### src/rtl/bcc_pkg.sv
`timescale 1ns / 1ps
`default_nettype none

package bcc_pkg;

    localparam int unsigned TIME_W   = 32;
    localparam int unsigned LIMIT_W  = 16;
    localparam int unsigned TYPE_W   = 2;
    localparam int unsigned CFG_IDX_W = 2;

    typedef enum logic [2:0] {
        ST_IDLE        = 3'd0,
        ST_DEB_FIRST   = 3'd1,
        ST_WAIT_REL1   = 3'd2,
        ST_WAIT_PRESS2 = 3'd3,
        ST_DEB_SECOND  = 3'd4,
        ST_WAIT_REL2   = 3'd5
    } bcc_state_t;

    localparam logic [TYPE_W-1:0] TYPE_NONE   = 2'd0;
    localparam logic [TYPE_W-1:0] TYPE_SINGLE = 2'd1;
    localparam logic [TYPE_W-1:0] TYPE_DOUBLE = 2'd2;
    localparam logic [TYPE_W-1:0] TYPE_LONG   = 2'd3;

    localparam logic [CFG_IDX_W-1:0] REG_DEBOUNCE   = 2'd0;
    localparam logic [CFG_IDX_W-1:0] REG_LONG_PRESS = 2'd1;
    localparam logic [CFG_IDX_W-1:0] REG_DOUBLE_GAP = 2'd2;

    localparam logic [LIMIT_W-1:0] DEBOUNCE_RESET   = 16'd20;
    localparam logic [LIMIT_W-1:0] LONG_PRESS_RESET = 16'd1000;
    localparam logic [LIMIT_W-1:0] DOUBLE_GAP_RESET = 16'd300;

    typedef struct packed {
        logic              pin_level;
        logic [TIME_W-1:0] now_ms;
    } bcc_item_t;

    typedef struct packed {
        logic [LIMIT_W-1:0] debounce_ms;
        logic [LIMIT_W-1:0] long_press_ms;
        logic [LIMIT_W-1:0] double_gap_ms;
    } bcc_cfg_t;

    // (now - start) mod 2^32 >= limit
    function automatic logic elapsed_at_least(
        input logic [TIME_W-1:0]  now,
        input logic [TIME_W-1:0]  start,
        input logic [LIMIT_W-1:0] limit
    );
        logic [TIME_W-1:0] diff;
        begin
            diff = now - start;
            return diff >= {{(TIME_W-LIMIT_W){1'b0}}, limit};
        end
    endfunction

endpackage

`default_nettype wire

### src/rtl/bcc_sample_if.sv
`timescale 1ns / 1ps
`default_nettype none

interface bcc_sample_if;
    logic                      valid;
    logic                      ready;
    logic                      pin_level;
    logic [bcc_pkg::TIME_W-1:0] now_ms;

    modport source (output valid, output pin_level, output now_ms, input ready);
    modport sink (input valid, input pin_level, input now_ms, output ready);
endinterface

`default_nettype wire

### src/rtl/bcc_result_if.sv
`timescale 1ns / 1ps
`default_nettype none

interface bcc_result_if;
    logic                      valid;
    logic                      ready;
    logic [bcc_pkg::TYPE_W-1:0] press_type;

    modport source (output valid, output press_type, input ready);
    modport sink (input valid, input press_type, output ready);
endinterface

`default_nettype wire

### src/rtl/bcc_cfg_if.sv
`timescale 1ns / 1ps
`default_nettype none

interface bcc_cfg_if;
    logic                         valid;
    logic                         ready;
    logic [bcc_pkg::CFG_IDX_W-1:0] index;
    logic [bcc_pkg::LIMIT_W-1:0]   data;

    modport source (output valid, output index, output data, input ready);
    modport sink (input valid, input index, input data, output ready);
endinterface

`default_nettype wire

### src/rtl/bcc_cfg_regs.sv
`timescale 1ns / 1ps
`default_nettype none

module bcc_cfg_regs (
    input  wire logic        clk,
    input  wire logic        rst_n,
    bcc_cfg_if.sink          cfg,
    output bcc_pkg::bcc_cfg_t regs
);

    bcc_pkg::bcc_cfg_t regs_reg;
    bcc_pkg::bcc_cfg_t regs_next;

    assign cfg.ready = 1'b1;
    assign regs      = regs_reg;

    always_comb
    begin
        regs_next = regs_reg;
        if (cfg.valid)
        begin
            unique case (cfg.index)
                bcc_pkg::REG_DEBOUNCE:   regs_next.debounce_ms   = cfg.data;
                bcc_pkg::REG_LONG_PRESS: regs_next.long_press_ms = cfg.data;
                bcc_pkg::REG_DOUBLE_GAP: regs_next.double_gap_ms = cfg.data;
                default:                 regs_next               = regs_reg;
            endcase
        end
    end

    always_ff @(posedge clk or negedge rst_n)
    begin
        if (!rst_n)
        begin
            regs_reg.debounce_ms   <= bcc_pkg::DEBOUNCE_RESET;
            regs_reg.long_press_ms <= bcc_pkg::LONG_PRESS_RESET;
            regs_reg.double_gap_ms <= bcc_pkg::DOUBLE_GAP_RESET;
        end
        else
        begin
            regs_reg <= regs_next;
        end
    end

endmodule

`default_nettype wire

### src/rtl/bcc_in_stage.sv
`timescale 1ns / 1ps
`default_nettype none

module bcc_in_stage (
    input  wire logic          clk,
    input  wire logic          rst_n,
    bcc_sample_if.sink         sample,
    input  wire logic          take,
    output logic               item_valid,
    output bcc_pkg::bcc_item_t item
);

    logic               valid_reg;
    logic               valid_next;
    bcc_pkg::bcc_item_t item_reg;
    logic               load;

    // slot frees up in the same cycle the fsm takes the held beat
    assign sample.ready = !valid_reg || take;
    assign load         = sample.valid && sample.ready;
    assign item_valid   = valid_reg;
    assign item         = item_reg;

    always_comb
    begin
        priority if (load)
            valid_next = 1'b1;
        else if (take)
            valid_next = 1'b0;
        else
            valid_next = valid_reg;
    end

    always_ff @(posedge clk or negedge rst_n)
    begin
        if (!rst_n)
            valid_reg <= 1'b0;
        else
            valid_reg <= valid_next;
    end

    always_ff @(posedge clk)
    begin
        if (load)
        begin
            item_reg.pin_level <= sample.pin_level;
            item_reg.now_ms    <= sample.now_ms;
        end
    end

endmodule

`default_nettype wire

### src/rtl/bcc_fsm.sv
`timescale 1ns / 1ps
`default_nettype none

module bcc_fsm (
    input  wire logic               clk,
    input  wire logic               rst_n,
    input  wire logic               item_valid,
    input  wire bcc_pkg::bcc_item_t item,
    input  wire bcc_pkg::bcc_cfg_t  regs,
    output logic                    take,
    bcc_result_if.source            result
);

    bcc_pkg::bcc_state_t         state_reg;
    bcc_pkg::bcc_state_t         state_next;
    logic [bcc_pkg::TIME_W-1:0]  press_start_reg;
    logic [bcc_pkg::TIME_W-1:0]  press_start_next;
    logic [bcc_pkg::TIME_W-1:0]  release_start_reg;
    logic [bcc_pkg::TIME_W-1:0]  release_start_next;
    logic [bcc_pkg::TYPE_W-1:0]  type_reg;
    logic [bcc_pkg::TYPE_W-1:0]  type_next;
    logic                        out_valid_reg;
    logic                        out_valid_next;
    logic                        deb_done;
    logic                        long_done;
    logic                        gap_done;

    // one step per beat; the reported type doubles as the result payload
    assign take              = item_valid && (!out_valid_reg || result.ready);
    assign result.valid      = out_valid_reg;
    assign result.press_type = type_reg;

    assign deb_done  = bcc_pkg::elapsed_at_least(item.now_ms, press_start_reg,
                                                 regs.debounce_ms);
    assign long_done = bcc_pkg::elapsed_at_least(item.now_ms, press_start_reg,
                                                 regs.long_press_ms);
    assign gap_done  = bcc_pkg::elapsed_at_least(item.now_ms, release_start_reg,
                                                 regs.double_gap_ms);

    always_comb
    begin
        state_next         = state_reg;
        press_start_next   = press_start_reg;
        release_start_next = release_start_reg;
        type_next          = type_reg;
        unique case (state_reg)
            bcc_pkg::ST_IDLE:
            begin
                type_next = bcc_pkg::TYPE_NONE;
                if (item.pin_level)
                begin
                    state_next       = bcc_pkg::ST_DEB_FIRST;
                    press_start_next = item.now_ms;
                end
            end
            bcc_pkg::ST_DEB_FIRST:
            begin
                if (deb_done)
                begin
                    if (item.pin_level)
                        state_next = bcc_pkg::ST_WAIT_REL1;
                    else
                    begin
                        // press lost while settling: gap timer starts now
                        release_start_next = item.now_ms;
                        state_next         = bcc_pkg::ST_WAIT_PRESS2;
                    end
                end
            end
            bcc_pkg::ST_WAIT_REL1:
            begin
                if (!item.pin_level)
                begin
                    if (long_done)
                    begin
                        type_next  = bcc_pkg::TYPE_LONG;
                        state_next = bcc_pkg::ST_IDLE;
                    end
                    else
                    begin
                        release_start_next = item.now_ms;
                        state_next         = bcc_pkg::ST_WAIT_PRESS2;
                    end
                end
            end
            bcc_pkg::ST_WAIT_PRESS2:
            begin
                // gap expiry wins over a press in the same beat
                if (gap_done)
                begin
                    type_next  = bcc_pkg::TYPE_SINGLE;
                    state_next = bcc_pkg::ST_IDLE;
                end
                else if (item.pin_level)
                begin
                    state_next       = bcc_pkg::ST_DEB_SECOND;
                    press_start_next = item.now_ms;
                end
            end
            bcc_pkg::ST_DEB_SECOND:
            begin
                if (deb_done)
                begin
                    if (item.pin_level)
                        state_next = bcc_pkg::ST_WAIT_REL2;
                    else
                    begin
                        type_next  = bcc_pkg::TYPE_SINGLE;
                        state_next = bcc_pkg::ST_IDLE;
                    end
                end
            end
            bcc_pkg::ST_WAIT_REL2:
            begin
                if (!item.pin_level)
                begin
                    type_next  = bcc_pkg::TYPE_DOUBLE;
                    state_next = bcc_pkg::ST_IDLE;
                end
            end
            default:
            begin
                state_next = bcc_pkg::ST_IDLE;
            end
        endcase
    end

    always_comb
    begin
        priority if (take)
            out_valid_next = 1'b1;
        else if (result.ready)
            out_valid_next = 1'b0;
        else
            out_valid_next = out_valid_reg;
    end

    always_ff @(posedge clk or negedge rst_n)
    begin
        if (!rst_n)
        begin
            state_reg         <= bcc_pkg::ST_IDLE;
            press_start_reg   <= '0;
            release_start_reg <= '0;
            type_reg          <= bcc_pkg::TYPE_NONE;
            out_valid_reg     <= 1'b0;
        end
        else
        begin
            out_valid_reg <= out_valid_next;
            if (take)
            begin
                state_reg         <= state_next;
                press_start_reg   <= press_start_next;
                release_start_reg <= release_start_next;
                type_reg          <= type_next;
            end
        end
    end

endmodule

`default_nettype wire

### src/rtl/button_click_classifier.sv
`timescale 1ns / 1ps
`default_nettype none

// Classifies button presses from a stream of (pin_level, now_ms) samples into none,
// single, double or long clicks, one result beat per sample beat. Throughput is
// one sample per clock while the output is not stalled. The rate is set by the
// state update loop, which does the three 32-bit elapsed-time subtract-and-compares
// and the next-state choice combinationally. A sample register and a result
// register sit on either side of that loop, so while a finished result waits the
// input takes one more sample and then holds ready low. Threshold registers are
// written through cfg (index 0 debounce, 1 long press, 2 double gap; others ignored)
// and must only be changed while no sample is in flight.
module button_click_classifier (
    input  wire logic    clk,
    input  wire logic    rst_n,
    bcc_sample_if.sink   sample,
    bcc_result_if.source result,
    bcc_cfg_if.sink      cfg
);

    bcc_pkg::bcc_cfg_t  regs;
    bcc_pkg::bcc_item_t item;
    logic               item_valid;
    logic               take;

    bcc_cfg_regs u_cfg_regs (
        .clk   (clk),
        .rst_n (rst_n),
        .cfg   (cfg),
        .regs  (regs)
    );

    bcc_in_stage u_in_stage (
        .clk        (clk),
        .rst_n      (rst_n),
        .sample     (sample),
        .take       (take),
        .item_valid (item_valid),
        .item       (item)
    );

    bcc_fsm u_fsm (
        .clk        (clk),
        .rst_n      (rst_n),
        .item_valid (item_valid),
        .item       (item),
        .regs       (regs),
        .take       (take),
        .result     (result)
    );

endmodule

`default_nettype wire

### src/flat_wrapper.sv
// flat-port wrapper written by rule: the top's interface ports become plain ports
module button_click_classifier_flat 
  (clk, rst_n, sample_valid, sample_pin_level, sample_now_ms, sample_ready, result_valid, result_press_type, result_ready, cfg_valid, cfg_index, cfg_data, cfg_ready);
  bcc_sample_if sample_i ();
  bcc_result_if result_i ();
  bcc_cfg_if cfg_i ();
  input  wire logic clk;
  input  wire logic rst_n;
  input wire logic [$bits(sample_i.valid)-1:0] sample_valid;
  input wire logic [$bits(sample_i.pin_level)-1:0] sample_pin_level;
  input wire logic [$bits(sample_i.now_ms)-1:0] sample_now_ms;
  output wire logic [$bits(sample_i.ready)-1:0] sample_ready;
  output wire logic [$bits(result_i.valid)-1:0] result_valid;
  output wire logic [$bits(result_i.press_type)-1:0] result_press_type;
  input wire logic [$bits(result_i.ready)-1:0] result_ready;
  input wire logic [$bits(cfg_i.valid)-1:0] cfg_valid;
  input wire logic [$bits(cfg_i.index)-1:0] cfg_index;
  input wire logic [$bits(cfg_i.data)-1:0] cfg_data;
  output wire logic [$bits(cfg_i.ready)-1:0] cfg_ready;
  assign sample_i.valid = sample_valid;
  assign sample_i.pin_level = sample_pin_level;
  assign sample_i.now_ms = sample_now_ms;
  assign sample_ready = sample_i.ready;
  assign result_valid = result_i.valid;
  assign result_press_type = result_i.press_type;
  assign result_i.ready = result_ready;
  assign cfg_i.valid = cfg_valid;
  assign cfg_i.index = cfg_index;
  assign cfg_i.data = cfg_data;
  assign cfg_ready = cfg_i.ready;
  button_click_classifier u_core (.clk(clk), .rst_n(rst_n), .sample(sample_i), .result(result_i), .cfg(cfg_i));
endmodule
### config.mk
export PLATFORM = sky130hd
export DESIGN_NAME = button_click_classifier_flat
export DESIGN_NICKNAME = d
export VERILOG_FILES = /design/src/rtl/bcc_pkg.sv /design/src/rtl/bcc_sample_if.sv /design/src/rtl/bcc_result_if.sv /design/src/rtl/bcc_cfg_if.sv /design/src/rtl/bcc_cfg_regs.sv /design/src/rtl/bcc_in_stage.sv /design/src/rtl/bcc_fsm.sv /design/src/rtl/button_click_classifier.sv /design/src/flat_wrapper.sv
export SDC_FILE = /design/constraint.sdc
export NUM_CORES = 1
export LEC_CHECK = 0
export ABC_AREA = 1
export BUFFER_PORTS_ARGS = -buffer_cell sky130_fd_sc_hd__buf_2
export CAP_MARGIN = 30
export CORE_AREA = 2 2 190 192
export CTS_CLUSTER_SIZE = 25
export DETAILED_ROUTE_END_ITERATION = 6
export DIE_AREA = 0 0 192 194
export PLACE_DENSITY = 0.59
export SETUP_SLACK_MARGIN = 0.5
export SYNTH_ARGS = -nofsm -noshare
export SYNTH_HDL_FRONTEND = slang
export SYNTH_SLANG_ARGS = --single-unit
### constraint.sdc
create_clock -name clk -period 5.8 [get_ports clk]
set_input_delay 1.45 -clock clk [delete_from_list [all_inputs] [get_ports clk]]
set_output_delay 1.45 -clock clk [all_outputs]
set_load 0.05 [all_outputs]
Word-level counts from Yosys, hierarchy flattened
Index checks and enable logic that the tools add are counted.
{"block": "op_classes", "add_sub_neg": 2, "n_lt_le_gt_ge": 3, "eq_ne": 19, "muxes": 30, "n_reduce_logical": 20}
{"cell": "32-bit 2-to-1 mux", "count": 6}
{"cell": "32-bit case mux with 2 select lines", "count": 2}
{"cell": "32-bit by 16-bit greater-or-equal comparator with 1-bit output", "count": 3}
{"cell": "32-bit subtractor", "count": 2}
{"cell": "3-bit 2-to-1 mux", "count": 8}
{"cell": "2-bit inequality test, second input constant", "count": 10}
{"cell": "3-bit case mux with 6 select lines", "count": 1}
{"cell": "2-bit 2-to-1 mux", "count": 7}
{"cell": "2-bit case mux with 5 select lines", "count": 1}
{"cell": "8-bit AND reduction", "count": 1}
{"cell": "2-bit nonzero test", "count": 4}
{"cell": "7-bit AND reduction", "count": 1}
{"cell": "3-bit by 2-bit equality test with 1-bit output, second input constant", "count": 2}
{"cell": "3-bit equality test, second input constant", "count": 2}
{"cell": "2-bit AND reduction", "count": 3}
{"cell": "6-bit AND reduction", "count": 1}
{"cell": "1-bit 2-to-1 mux", "count": 5}
{"cell": "5-bit nonzero test", "count": 1}
{"cell": "3-bit by 1-bit equality test with 1-bit output, second input constant", "count": 1}
{"cell": "3-bit zero test", "count": 1}
{"cell": "3-bit by 2-bit inequality test with 1-bit output, second input constant", "count": 1}
{"cell": "3-bit AND reduction", "count": 1}
{"cell": "2-bit by 1-bit equality test with 1-bit output, second input constant", "count": 1}
{"cell": "2-bit equality test, second input constant", "count": 1}
{"cell": "5 further kinds", "count": 8}
{"block": "totals", "ff_bits": 152, "input_bits": 56, "out_inout_bits": 5, "elab_cells": 85}

Logic depth before layout (Yosys ltp)
{"block": "logic_depth", "ltp_word": 6, "mapped_depth": 26, "depth_no_buf": 26}

Cells and area by module
Synthesis repeated with hierarchy kept, for this count alone.
{"block": "hier_totals", "hier_cells": 1811, "hier_area_um2": 12281.8}
{"module": "bcc_fsm", "n_inst": 1, "cells_per_inst": 1556, "area_each_um2": 9175.0, "seq_area_each_um2": 1751.7}
{"module": "bcc_cfg_regs", "n_inst": 1, "cells_per_inst": 216, "area_each_um2": 2070.7, "seq_area_each_um2": 1216.2}
{"module": "bcc_in_stage", "n_inst": 1, "cells_per_inst": 39, "area_each_um2": 1036.0, "seq_area_each_um2": 1016.0}

Worst setup path before layout
No wires, ideal clock.
{"block": "synth_timing", "path_type": "input -> output", "from": "input result_ready", "to": "output sample_ready", "arrival_time_ps": 1910, "t_required_ps": 4350, "slack_ps": 2440, "path_stages": 2, "n_path_buf": 0, "cell_sequence": "inv_1 -> nand3_1"}
{"block": "synth_via", "elab_chain_cells": 3}
{"item": "start, declared", "line_no": "flat_wrapper.sv:15", "text": "input wire logic [$bits(result_i.ready)-1:0] result_ready;"}
{"item": "1-bit logical OR", "line_no": "bcc_fsm.sv:29", "text": "assign take = item_valid && (!out_valid_reg || result.ready);"}
{"item": "1-bit logical AND", "line_no": "bcc_fsm.sv:29"}
{"item": "1-bit logical OR", "line_no": "bcc_in_stage.sv:19", "text": "assign sample.ready = !valid_reg || take;"}
{"item": "end, declared", "line_no": "flat_wrapper.sv:12", "text": "output wire logic [$bits(sample_i.ready)-1:0] sample_ready;"}
Every way passes these cells.

Worst setup path in the final report
{"block": "layout_timing", "from": "register u_core.u_in_stage.item_reg (netlist bit u_core.u_in_stage.item[10])", "to": "register u_core.u_fsm.press_start_reg[5] in the netlist's numbering"}
{"block": "layout_via", "elab_chain_cells": 4}
{"item": "start, declared", "line_no": "bcc_in_stage.sv:15", "text": "bcc_pkg::bcc_item_t item_reg;"}
{"item": "32-bit subtractor", "line_no": "bcc_pkg.sv:52", "text": "diff = now - start;"}
{"item": "32-bit by 16-bit greater-or-equal comparator with 1-bit output", "line_no": "bcc_pkg.sv:53", "text": "return diff >= {{(TIME_W-LIMIT_W){1'b0}}, limit};"}
{"item": "2-bit inequality test (no source line)"}
{"item": "3-bit AND reduction (no source line)"}
{"item": "end signal, assigned", "line_no": "bcc_fsm.sv:154", "text": "press_start_reg <= press_start_next;"}
{"item": "end, declared", "line_no": "bcc_fsm.sv:16", "text": "logic [bcc_pkg::TIME_W-1:0] press_start_reg;"}
Every way passes these cells.
A chain may end at the register's enable or synchronous reset.

==> run summary <==
Run status -> finished clean
Reg clk slew, reported paths -> 0.07 ns
Non-filler cells, final -> 2301
Area share of fa/ha/maj cells after synthesis -> 0.117
Data required time of the worst path -> 6.09 ns
Register-to-Register Path Depth -> 20
Via density per instance -> 4.60
Beginning of the worst register-to-register path -> u_core.u_in_stage.item[10]
Final Hold Fails -> 0
Final Setup Violations -> 0
Crit Path Max Fanout -> 64
Post-CTS setup buffer count -> 0
Total core area -> 35200 µm²
Worst vdd ir -> 0.281 mV
Horizontal die dimension -> 192 µm
Setup TNS -> 0 ns
Last weighted congestion value of the routability-driven placer -> 0.930
Final core utilization -> 0.383
Layer carrying the most global-route usage -> met2
Number of different library cells in the post-synthesis netlist -> 41
Post-route DRC violation count -> 0
Total via count in the routed design -> 10600
Buffers on Ports -> 59
Netlist area before placement -> 12100 µm²
Number of DRC markers in iteration 0 -> 611
Worst Skew -> 0.0129 ns
Transition time of the tightest slew-check pin -> 0.957 ns
Ratio of final minimum period to clock period -> 0.742
Xor and xnor fraction of the mapped netlist area -> 0.0224
Clock buffer count from CTS -> 17
Average routed wire per standard cell -> 14.3 µm
Pins Over Slew Limit -> 0
Wire length of the first global-routing pass -> 53200 µm
Drt pass-1 iters -> 5
Maximum clock path buffer count -> 2
Commonest non-fill, non-tap cells in the layout -> nand2_1, inv_1, ha_1, dfrtp_1, nor2_1
Number of cells upsized or downsized after cts -> 0
Worst reg2reg setup slack -> 1.50 ns
Nets -> 1995
Total power -> 7220 µW
Number of flip-flops in the largest register -> 48
CTS tree -> yes
Register area share after synthesis -> 0.329
Antenna violations before repair -> 0
Pwr dens -> 535 nW/µm²
DIE AREA -> 37200 µm²
Flip-flop and latch count after synthesis -> 152
Met3 GRT Util -> 0.0228
Total clock sinks -> 152
Type of the worst setup path -> reg -> reg
Number of warning messages in the yosys log -> 0
Basic-gate share of the synthesized area counting and, or, nand and nor cells -> 0.296
Net count after synthesis -> 1933
F_max -> 232 MHz
Row count -> 69
Met1 GRT Util -> 0.258
Height of the die -> 194 µm
Startpoint of the lowest-slack hold path -> u_core.u_fsm.result.press_type[0]
Vias in the first global route -> 10300
Share of final-layout standard cells stronger than drive strength 1 -> 0.116
Initial Util -> 0.344
Count of fill cells added during filler insertion -> 3783
Clock latency on the worst-skew pair -> 0.45 ns
Arrival time at the worst endpoint -> 4.59 ns
Antenna cell count -> 0
Total length of routed wires -> 32800 µm
Library cell used as clock root buffer -> clkbuf_16
Synthesized-area fraction occupied by ao, oa, aoi and oai cells -> 0.0976
Max-capacitance violation count -> 0
Hold buffer count at CTS -> 0
Hold slack final -> 0.477 ns
Largest net degree at the start of global routing -> 73
Worst hold path type -> reg -> reg
Worst r2r dst -> u_core.u_fsm.press_start_reg[5]
Number of cells on the worst hold path -> 2
Critical path launch point type -> flip-flop
LEAKAGE -> 0.00761 µW
Layout area overhead -> 11.2%
Number of placed instances with taps included -> 2268
Count of antenna-violating nets left after detailed routing -> 0
Setup repair after global routing missed its margin -> false
Tmin final -> 4.30 ns
Half-perimeter wire length after placement -> 26900 µm
IO Pins -> 61
Critical Path Start -> u_core.u_in_stage.item[10]
Post-synthesis mux area share -> 0
Overflow after GRT -> 0
Most frequent standard cell in the layout excluding fill and tap cells -> nand2_1
Kind of end point of the critical path -> flip-flop
Main combinational cell family by area after synthesis -> simple AND/OR/NAND/NOR gates
Fraction of met2 tracks used by global routing -> 0.296
Number of levels in the clock H-tree -> 4
Post-Syn Area per Cell -> 6.87 µm²
Post-synthesis instance total -> 1765
Total global-route track usage -> 0.185
Terminating pin of the worst hold path -> u_core.u_fsm.result.press_type[0]
Max-slew headroom at the worst pin -> 0.361
==> cells in the mapped netlist, drive strengths merged <==
library cell    n  share of area
inv           399           0.12
clkbuf          9         0.0028
edfxtp         33          0.082
buf            13          0.012
a31oi           1        0.00052
conb            1        0.00031
nor3           13         0.0054
o21ai         123          0.061
fa              2         0.0033
nor2          114          0.039
nand4          15         0.0083
o31ai           1        0.00062
o21bai          6         0.0037
dfstp          12          0.026
xnor2           2         0.0014
o211ai          1        0.00062
a21o            4         0.0025
and2            3         0.0015
nand3b          6         0.0043
ha            110           0.11
xor2           29          0.021
a211oi          5         0.0031
a21oi          62          0.026
nand3          76          0.035
nand2         614           0.20
and3            3         0.0015
nor4            1         0.0010
dfrtp         107           0.22
==> critical path, stage by stage (launching register included) <==
cell      delay (ns)
edfxtp_1        0.52
ha_1            0.41
nand2_1         0.16
inv_1           0.07
a21oi_1         0.27
o21ai_0         0.16
a21o_1          0.22
xor2_1          0.20
ha_1            0.28
a21oi_1         0.15
o211ai_1        0.10
nor2_1          0.11
nand2_1         0.05
nor2_1          0.08
nand3_1         0.07
nor2_1          0.12
nand2_1         0.11
nand2_1         0.12
nand3_4         0.51
nand2_1         0.24
o21ai_1         0.10
==> per-layer routing <==
| metal | up-vias | wire length (µm) |
|---|---|---|
| li1 | 5543 | - |
| met1 | 4843 | 16400 |
| met2 | 161 | 14900 |
| met3 | 36 | 919 |
| met4 | 0 | 641 |
| met5 | - | 0 |
==> report_power, final <==
group | leakage (µW) | switching [µW] | internal (µW)
registers | 0.00178 | 216 | 1410
clock network | 0.000288 | 467 | 641
logic | 0.00554 | 2880 | 1600
total | 0.00761 | 3560 | 3660
==> worst max path at each step <==
stage / end / slack [ns] / depth (start not counted)
after floorplan: sample_ready / 2.44 / 2
after CTS: u_core.u_fsm.press_start_reg[5] / 1.46 / 20
after global placement: u_core.u_fsm.press_start_reg[0] / 1.60 / 20
after detailed placement: u_core.u_fsm.press_start_reg[4] / 1.53 / 19
after global routing: u_core.u_fsm.press_start_reg[5] / 1.08 / 20
final: u_core.u_fsm.press_start_reg[5] / 1.50 / 20
==> metrics by stage <==
stage | instance area [µm²] | setup slack [ns]
2_1_floorplan | 12100 | 2.44
3_3_place_gp | 12800 | 1.60
3_5_place_dp | 12900 | 1.53
4_1_cts | 13500 | 1.46
5_1_grt | 13500 | 1.08
6_report | 13500 | 1.50
==> cell type report <==
class | count | area [µm²] | area share
Tap cell | 461 | 577 | 0.0428
Sequential cell | 152 | 3980 | 0.296
Multi-Input combinational cell | 1192 | 6460 | 0.479
Clock inverter | 9 | 86.3 | 0.00640
Clock buffer | 23 | 489 | 0.0363
Inverter | 399 | 1500 | 0.111
Timing Repair Buffer | 65 | 383 | 0.0284
==> cells by family after synthesis <==
group	Yosys count
and+or+nand+nor	845
other	1
adders and majority gates	112
AOI/OAI and AO/OA	203
xor gates and xnor gates	31
buffers and inverters	421
DFF	152
Note: power is estimated with default switching activity, not from simulation.
